--- config.mk ---
export PLATFORM = sky130hd
export DESIGN_NAME = color_white_balance_classifier
export DESIGN_NICKNAME = d
export VERILOG_FILES = /design/src/hdl/cwb_pkg.sv /design/src/hdl/cwb_ctrl.sv /design/src/hdl/cwb_datapath.sv /design/src/hdl/color_white_balance_classifier.sv
export SDC_FILE = /design/constraint.sdc
export NUM_CORES = 1
export LEC_CHECK = 0
export BUFFER_PORTS_ARGS = -buffer_cell sky130_fd_sc_hd__buf_2
export CAP_MARGIN = 25
export CELL_PAD_IN_SITES_DETAIL_PLACEMENT = 1
export CELL_PAD_IN_SITES_GLOBAL_PLACEMENT = 2
export CORE_UTILIZATION = 39
export CTS_CLUSTER_DIAMETER = 50
export DETAILED_ROUTE_END_ITERATION = 16
export PLACE_DENSITY = 0.81
export SYNTH_ARGS = -nofsm -noshare
export SYNTH_HDL_FRONTEND = slang
export SYNTH_HIERARCHICAL = 1
export SYNTH_SLANG_ARGS = --single-unit
--- constraint.sdc ---
create_clock -name clk -period 5.8 [get_ports clk]
set_input_delay 0.58 -clock clk [delete_from_list [all_inputs] [get_ports clk]]
set_output_delay 0.58 -clock clk [all_outputs]
set_load 0.02 [all_outputs]
--- src/hdl/cwb_pkg.sv ---
// ============================================================================
// cwb_pkg
// Shared types and constants for the white-balance color classifier.
// ============================================================================
package cwb_pkg;

    localparam int LEVEL_W   = 8;
    localparam int DIV_STEPS = 8;
    localparam int ADDR_W    = 3;
    localparam int DATA_W    = 32;
    localparam int OUT_W     = 32;

    localparam logic [LEVEL_W-1:0] FULL_LEVEL      = 8'd255;
    localparam logic [LEVEL_W-1:0] THRESHOLD_RESET = 8'd100;

    localparam logic [0:0] REG_THRESHOLD = 1'b0;

    localparam logic ACT_CALIBRATE = 1'b0;
    localparam logic ACT_MEASURE   = 1'b1;

    localparam logic [1:0] CH_RED   = 2'd0;
    localparam logic [1:0] CH_GREEN = 2'd1;
    localparam logic [1:0] CH_BLUE  = 2'd2;

    localparam logic [1:0] CLASS_RED   = 2'd0;
    localparam logic [1:0] CLASS_GREEN = 2'd1;
    localparam logic [1:0] CLASS_BLUE  = 2'd2;

    typedef enum logic [2:0] {
        ST_IDLE,
        ST_INIT,
        ST_DIV,
        ST_SAVE,
        ST_EMIT
    } cwb_state_t;

    typedef struct packed {
        logic       load_counts;
        logic       load_factors;
        logic       div_init;
        logic       div_step;
        logic       save;
        logic       emit;
        logic [1:0] chan;
    } cwb_cmd_t;

    typedef struct packed {
        logic out_busy;
    } cwb_stat_t;

endpackage

--- src/hdl/cwb_ctrl.sv ---
// ============================================================================
// cwb_ctrl
// Sequencer: accepts beats, walks the three channels through the shared
// divider and hands the result to the output register.
// ============================================================================
module cwb_ctrl
(
    input  logic             clk,
    input  logic             rst_n,
    input  logic             s_tvalid,
    input  logic             action,
    output logic             s_tready,
    input  cwb_pkg::cwb_stat_t stat,
    output cwb_pkg::cwb_cmd_t  cmd
);
    import cwb_pkg::*;

    localparam logic [2:0] LAST_STEP = 3'(DIV_STEPS - 1);

    cwb_state_t state_reg;
    cwb_state_t state_next;
    logic [1:0] ch_reg;
    logic [1:0] ch_next;
    logic [2:0] step_reg;
    logic [2:0] step_next;

    always_ff @(posedge clk or negedge rst_n)
    begin
        if (!rst_n)
        begin
            state_reg <= ST_IDLE;
            ch_reg    <= CH_RED;
            step_reg  <= '0;
        end
        else
        begin
            state_reg <= state_next;
            ch_reg    <= ch_next;
            step_reg  <= step_next;
        end
    end

    always_comb
    begin
        state_next = state_reg;
        ch_next    = ch_reg;
        step_next  = step_reg;
        cmd        = '0;
        cmd.chan   = ch_reg;
        s_tready   = 1'b0;
        case (state_reg)
            ST_IDLE:
            begin
                s_tready = 1'b1;
                if (s_tvalid)
                begin
                    if (action == ACT_MEASURE)
                    begin
                        cmd.load_counts = 1'b1;
                        ch_next         = CH_RED;
                        state_next      = ST_INIT;
                    end
                    else
                    begin
                        cmd.load_factors = 1'b1;
                    end
                end
            end
            ST_INIT:
            begin
                cmd.div_init = 1'b1;
                step_next    = '0;
                state_next   = ST_DIV;
            end
            ST_DIV:
            begin
                cmd.div_step = 1'b1;
                if (step_reg == LAST_STEP)
                begin
                    state_next = ST_SAVE;
                end
                else
                begin
                    step_next = step_reg + 3'd1;
                end
            end
            ST_SAVE:
            begin
                cmd.save = 1'b1;
                if (ch_reg == CH_BLUE)
                begin
                    state_next = ST_EMIT;
                end
                else
                begin
                    ch_next    = ch_reg + 2'd1;
                    state_next = ST_INIT;
                end
            end
            ST_EMIT:
            begin
                if (!stat.out_busy)
                begin
                    cmd.emit   = 1'b1;
                    state_next = ST_IDLE;
                end
            end
            default:
            begin
                state_next = ST_IDLE;
            end
        endcase
    end

endmodule

--- src/hdl/cwb_datapath.sv ---
// ============================================================================
// cwb_datapath
// White factors, count registers, shared restoring divider, level registers,
// classification and the output register.
// ============================================================================
module cwb_datapath #(
    parameter int COUNT_WIDTH = 16
)
(
    input  logic                   clk,
    input  logic                   rst_n,
    input  cwb_pkg::cwb_cmd_t      cmd,
    input  logic [COUNT_WIDTH-1:0] red_count,
    input  logic [COUNT_WIDTH-1:0] green_count,
    input  logic [COUNT_WIDTH-1:0] blue_count,
    input  logic [7:0]             threshold,
    input  logic                   m_tready,
    output cwb_pkg::cwb_stat_t     stat,
    output logic                   m_tvalid,
    output logic [31:0]            m_tdata
);
    import cwb_pkg::*;

    localparam int CW = COUNT_WIDTH;
    localparam int PW = COUNT_WIDTH + LEVEL_W;

    logic [CW-1:0] red_factor_reg, green_factor_reg, blue_factor_reg;
    logic [CW-1:0] red_count_reg, green_count_reg, blue_count_reg;
    logic [CW-1:0] rem_reg;
    logic [CW-1:0] rem_next;
    logic [LEVEL_W-1:0] lo_reg, lo_next;
    logic [LEVEL_W-1:0] quo_reg, quo_next;
    logic sat_reg, sat_next;
    logic [LEVEL_W-1:0] red_level_reg, green_level_reg, blue_level_reg;
    logic [OUT_W-1:0] out_data_reg;
    logic out_valid_reg, out_valid_next;

    logic [CW-1:0] count_sel, factor_sel;
    logic [PW-1:0] product;
    logic [CW:0]   trial;
    logic          fits;
    logic [LEVEL_W-1:0] level;
    logic [1:0]    color_class;

    always_comb
    begin
        case (cmd.chan)
            CH_RED:
            begin
                count_sel  = red_count_reg;
                factor_sel = red_factor_reg;
            end
            CH_GREEN:
            begin
                count_sel  = green_count_reg;
                factor_sel = green_factor_reg;
            end
            default:
            begin
                count_sel  = blue_count_reg;
                factor_sel = blue_factor_reg;
            end
        endcase
    end

    // count * 255 as (count << 8) - count
    assign product = {count_sel, {LEVEL_W{1'b0}}} - {{LEVEL_W{1'b0}}, count_sel};
    assign trial   = {rem_reg, lo_reg[LEVEL_W-1]};
    assign fits    = trial >= {1'b0, factor_sel};
    assign level   = sat_reg ? FULL_LEVEL : quo_reg;

    always_comb
    begin
        rem_next = rem_reg;
        lo_next  = lo_reg;
        quo_next = quo_reg;
        sat_next = sat_reg;
        if (cmd.div_init)
        begin
            rem_next = product[PW-1:LEVEL_W];
            lo_next  = product[LEVEL_W-1:0];
            quo_next = '0;
            sat_next = product[PW-1:LEVEL_W] >= factor_sel;
        end
        else if (cmd.div_step)
        begin
            lo_next  = {lo_reg[LEVEL_W-2:0], 1'b0};
            quo_next = {quo_reg[LEVEL_W-2:0], fits};
            rem_next = fits ? CW'(trial - {1'b0, factor_sel}) : trial[CW-1:0];
        end
    end

    always_ff @(posedge clk)
    begin
        rem_reg <= rem_next;
        lo_reg  <= lo_next;
        quo_reg <= quo_next;
        sat_reg <= sat_next;
        if (cmd.load_counts)
        begin
            red_count_reg   <= red_count;
            green_count_reg <= green_count;
            blue_count_reg  <= blue_count;
        end
        if (cmd.save)
        begin
            case (cmd.chan)
                CH_RED:   red_level_reg   <= level;
                CH_GREEN: green_level_reg <= level;
                default:  blue_level_reg  <= level;
            endcase
        end
        if (cmd.emit)
        begin
            out_data_reg <= {6'b0, color_class, blue_level_reg, green_level_reg,
                             red_level_reg};
        end
    end

    always_ff @(posedge clk or negedge rst_n)
    begin
        if (!rst_n)
        begin
            red_factor_reg   <= CW'(FULL_LEVEL);
            green_factor_reg <= CW'(FULL_LEVEL);
            blue_factor_reg  <= CW'(FULL_LEVEL);
        end
        else if (cmd.load_factors)
        begin
            red_factor_reg   <= red_count;
            green_factor_reg <= green_count;
            blue_factor_reg  <= blue_count;
        end
    end

    always_comb
    begin
        if (blue_level_reg > red_level_reg && blue_level_reg > green_level_reg
            && blue_level_reg > threshold)
        begin
            color_class = CLASS_BLUE;
        end
        else if (green_level_reg > red_level_reg && green_level_reg > blue_level_reg
                 && green_level_reg > threshold)
        begin
            color_class = CLASS_GREEN;
        end
        else
        begin
            color_class = CLASS_RED;
        end
    end

    always_comb
    begin
        out_valid_next = out_valid_reg;
        if (cmd.emit)
        begin
            out_valid_next = 1'b1;
        end
        else if (m_tready)
        begin
            out_valid_next = 1'b0;
        end
    end

    always_ff @(posedge clk or negedge rst_n)
    begin
        if (!rst_n)
        begin
            out_valid_reg <= 1'b0;
        end
        else
        begin
            out_valid_reg <= out_valid_next;
        end
    end

    assign stat.out_busy = out_valid_reg && !m_tready;
    assign m_tvalid      = out_valid_reg;
    assign m_tdata       = out_data_reg;

endmodule

--- src/hdl/color_white_balance_classifier.sv ---
// ============================================================================
// color_white_balance_classifier
// White-balanced RGB levels and dominant-color class from pulse counts.
// ============================================================================
// A calibrate beat (tuser 0) stores the three counts as white factors and
// returns nothing. A measure beat (tuser 1) returns one beat with each
// level = min(255, count*255/factor) (255 for a zero factor) and the color
// class. The result enters the output register from the EMIT state, once the
// sequencer has passed through INIT, DIV and SAVE for each channel, and the
// next beat can be accepted in the cycle after the hand-over. One shared
// restoring divider sets this pace: it yields one quotient bit per cycle,
// eight bits between a load (INIT) and a store (SAVE) for each of the three
// channels, then a hand-over (EMIT). The output register lets the next beat
// in while a result waits; a second result holds in the sequencer, with the
// input stalled, until the waiting beat is taken.
module color_white_balance_classifier #(
    parameter int COUNT_WIDTH = 16
)
(
    input  logic                          clk,
    input  logic                          rst_n,
    input  logic                          s_tvalid,
    output logic                          s_tready,
    // red_count, green_count, blue_count, zero fill
    input  logic [((3*COUNT_WIDTH+7)/8)*8-1:0] s_tdata,
    // action
    input  logic                          s_tuser,
    output logic                          m_tvalid,
    input  logic                          m_tready,
    // red_level, green_level, blue_level, color_class, zero fill
    output logic [31:0]                   m_tdata,
    input  logic                          psel,
    input  logic                          penable,
    input  logic                          pwrite,
    input  logic [cwb_pkg::ADDR_W-1:0]    paddr,
    input  logic [cwb_pkg::DATA_W-1:0]    pwdata,
    output logic [cwb_pkg::DATA_W-1:0]    prdata,
    output logic                          pready
);
    import cwb_pkg::*;

    localparam int CW = COUNT_WIDTH;

    logic [LEVEL_W-1:0] threshold_reg;
    logic               reg_write;
    cwb_cmd_t           cmd;
    cwb_stat_t          stat;

    assign pready    = 1'b1;
    assign reg_write = psel && penable && pwrite && (paddr[2] == REG_THRESHOLD);

    always_ff @(posedge clk or negedge rst_n)
    begin
        if (!rst_n)
        begin
            threshold_reg <= THRESHOLD_RESET;
        end
        else if (reg_write)
        begin
            threshold_reg <= pwdata[LEVEL_W-1:0];
        end
    end

    assign prdata = (paddr[2] == REG_THRESHOLD) ?
                    {{(DATA_W-LEVEL_W){1'b0}}, threshold_reg} : '0;

    cwb_ctrl u_ctrl (
        .clk      (clk),
        .rst_n    (rst_n),
        .s_tvalid (s_tvalid),
        .action   (s_tuser),
        .s_tready (s_tready),
        .stat     (stat),
        .cmd      (cmd)
    );

    cwb_datapath #(
        .COUNT_WIDTH (COUNT_WIDTH)
    ) u_datapath (
        .clk         (clk),
        .rst_n       (rst_n),
        .cmd         (cmd),
        .red_count   (s_tdata[CW-1:0]),
        .green_count (s_tdata[2*CW-1:CW]),
        .blue_count  (s_tdata[3*CW-1:2*CW]),
        .threshold   (threshold_reg),
        .m_tready    (m_tready),
        .stat        (stat),
        .m_tvalid    (m_tvalid),
        .m_tdata     (m_tdata)
    );

`ifndef SYNTHESIS
    a_busy_after_measure: assert property (@(posedge clk) disable iff (!rst_n)
        s_tvalid && s_tready && s_tuser == ACT_MEASURE |=> !s_tready)
        else $error("measure beat did not occupy the block");

    a_class_code: assert property (@(posedge clk) disable iff (!rst_n)
        m_tvalid |-> m_tdata[25:24] != 2'd3)
        else $error("invalid color class");

    a_blue_dominant: assert property (@(posedge clk) disable iff (!rst_n)
        m_tvalid && m_tdata[25:24] == CLASS_BLUE |->
        m_tdata[23:16] > m_tdata[7:0] && m_tdata[23:16] > m_tdata[15:8])
        else $error("blue class without blue dominance");

    a_emit_when_free: assert property (@(posedge clk) disable iff (!rst_n)
        cmd.emit |-> !(m_tvalid && !m_tready))
        else $error("result overwrote a waiting beat");
`endif

endmodule
==> results.md <==
* Largest family of logic cells by synthesized area: multiplexers
* Path length in cells of the critical path at 17
* Wire length reported by the detailed router at 25600 um
* Via count of the first global-routing pass at 7718
* Commonest non-fill, non-tap cells in the layout: 123 x edfxtp_1, 100 x buf_2, 83 x ha_1
* Final-stage net count at 1184
* Switching power as a share of total power at 41.6%
* Number of buffers inserted during clock tree synthesis at 17
* Power density over cell area at 598 nW/um^2
* Largest stage delay on the critical path at 0.84 ns
* CP Buf/Inv Count at 0
* Max-cap violations at 0
* Adder-cell share of the synthesized area at 9.83%
* Buffers added on ports at 100
* Antenna-violating nets left at 0
* Row count at 61
* Kind of capture point of the worst setup path: register
* Clock tree root driver cell: clkbuf_16
* RSZ-0062 raised after global routing: false
* Worst-case setup margin in the final layout at 1.12 ns
* Maximum frequency from static timing analysis at 214 MHz
* Die H at 170 um
* Portion of the clock cycle consumed by the worst path in the final layout at 80.7%
* Post-synth design cell area at 11000 sq um
* Iter 0 DRT Violations at 252
* Hold_ws at 0.320 ns
* Combinational group share of total power at 53.5%
* Area of all sequential standard cells at 5520 sq um
* Clock latency reported for the late side of the worst-skew pair at 0.44 ns
* DRC at 0
* Multiplexer area fraction after synthesis at 11.7%
* Cell count after placement at 1368
* Number of synthesized register bits at 196
* # clock sinks at 196
* Reported leakage power at 5.06 nW
* Worst setup slack for register-to-register paths at 1.12 ns
* All-Layer GR Usage at 18.6%
* Flip-flop count of the largest register, all copies and words added at 26
* Sequential fraction of the synthesis area at 50.2%
* Fill cells at 2948
* Xor-xnor portion of the synthesized cell area at 3.02%
* Number of pins with negative max-slew slack in the final report at 0
* I/O pins at 158
* Final hold vios at 0
* Clock tree from TritonCTS: yes
* Synth warn at 6
* Data required time at the worst endpoint at 5.98 ns
* Share of flip-flops with an asynchronous set or reset at 33.2%
* Mean post-synth cell area at 12.1 sq um
* Number of buffers inserted for hold repair after clock tree synthesis at 0
* Worst Hold Class: input pin to async pin
* Routability Congestion at 0.841
* Worst slack after detailed placement at 1.16 ns
* Multi-input logic area at 5060 sq um
* Actual transition at the worst max-transition pin at 0.881 ns
* Number of standard cells in the layout, taps in and fillers out at 1400
* Final critical delay including setup and external delays at 4.68 ns
* Via-per-instance ratio at 5.09
* Overall die area at 28800 sq um
* Critical path, cell by cell: mux2_4 -> mux2i_4 -> ha_1 -> nand2b_1 -> a2111oi_0 -> a221o_1 -> a41oi_2 -> o21ai_4 -> a21o_1 -> a211oi_1 -> nor2_1 -> ha_1 -> or2_2 -> a21oi_1 -> a21oi_1 -> a221oi_1 -> o21ai_1
* Pint at 4.33 mW
* Fraction of final layout cells sized beyond drive strength 1 at 28.5%
* Clock buffer depth at 2
* Crit start category: register
* Die X at 170 um
* Number of search-and-repair iterations in the first detailed-routing pass at 4
* Setup TNS at 0 ns
* Commonest non-fill, non-tap cell in the layout: edfxtp_1
* Vias at 7119
* Number of failing setup endpoints in the final timing report at 0
* Largest net degree at the start of global routing at 66
* Gate Count Post-Synth at 907
* Layout-stage area growth over the synthesis result at 13.2%
* Worst setup path category: register to register
* Simple-Gate Fraction of Synth Area at 10.1%
* Quantity of gates resized following cts at 0
* Worst Reg2Reg Path Length in Cells at 17
* Largest voltage drop on the vdd net at 0.287 mV
* Slew Limit Headroom at 41.3%
* Gr ovfl total at 0
* Routed wirelength normalized by instance count at 18.3 um
* Final core utilization at 44.8%
* CTS clock-pin slew for the worst setup and hold paths at 0.08 ns
* Status: finished clean
* Total power consumption of the routed design at 7.42 mW
* Share of total power in the clock network at 16.2%
* Total core area at 27700 sq um
* Part of the power in registers at 30.3%
* H-Tree Depth at 4
* Global-route wire length before repair at 41100 um
* Most instantiated flip-flop cell in the synthesis netlist: edfxtp_1
* Switching power at 3.09 mW
* Worst Clk Skew at 0.0172 ns
* Arrival time worst endpoint at 4.87 ns
* Number of library cell types mapped by synthesis at 78
* Slowest CP cell: dfrtp_2
* Initial antenna violation count at 0
* Count of flip-flops with a built-in enable after synthesis at 123
* Post-synthesis compound-gate area fraction at 10.2%
* Setup bufs post-CTS at 0
* Starting utilization of the core area at 39.6%
* Top Family by Delay on Critical Path: compound AO/OA/AOI/OAI gates
* Number of diodes added for antenna fixing at 0
* CP Max Fanout at 23
* Half-perimeter wire length after placement at 19400 um
* Placed cell area at 11800 sq um
* Cell area after layout at 12400 sq um
-- final timing paths --
path | from | to
setup / recovery | u_ctrl/ch_reg[0] | u_datapath/sat_reg
hold / removal | rst_n | u_ctrl/step_reg[2]
setup reg to reg | u_ctrl/ch_reg[0] | u_datapath/sat_reg
hold reg to reg | u_datapath/green_level_reg[0] | u_datapath/m_tdata[8]
max in group asynchronous | rst_n | u_ctrl/ch_reg[1]
min in group clk | s_tdata[6] | u_datapath/red_count_reg[6]
-- synth_stat cells (all sizes together) (15+ instances only) --
cell	count	area share, %
xnor2	19	1.5
edfxtp	123	34
inv	42	1.4
clkbuf	15	0.51
dfstp	27	6.5
mux2	71	7.4
nand2	34	1.2
buf	42	2.8
o21a	28	1.9
a21oi	50	2.3
nor2	65	2.2
ha	83	9.5
nor2b	15	0.85
dfrtp	38	8.7
mux2i	44	4.4
xor2	18	1.5
o21ai	33	1.7
-- layer usage --
layer  GRT usage [%]  vias to the layer above  wire [um]
met5               0                        -          0
met1            22.0                     3493      11000
met4            4.82                        0        360
li1                -                     3457          -
met2            34.4                      141      13400
met3            3.03                       28        871
-- cell type report --
class / instances / area share [%]
sequential: 196 / 44.4
multi-input combinational: 640 / 40.8
timing repair buffer: 112 / 4.86
tap: 378 / 3.81
clock buffer: 17 / 3.42
clock inverter: 15 / 1.45
inverter: 42 / 1.27
-- power groups by stage --
stage	Combinational, mW	Sequential [mW]	Clock (mW)
after floorplan	3.11	2.16	0
after global placement	3.88	2.26	0
after detailed placement	3.99	2.28	0
after CTS	4.03	2.26	1.24
after global routing	4.46	2.30	1.29
final	3.97	2.25	1.20
-- kinds of logic (layout without fill, tap and decap cells) --
group	Yosys count	count (layout)
AND/OR/NAND/NOR	206	206
flip-flops	196	196
AO/OA/AOI/OAI	165	165
multiplexers	115	115
buffers and inverters	99	186
adder cells (fa/ha/maj)	86	86
XOR/XNOR	37	37
other	3	31
Note: power is estimated with default switching activity, not from simulation.
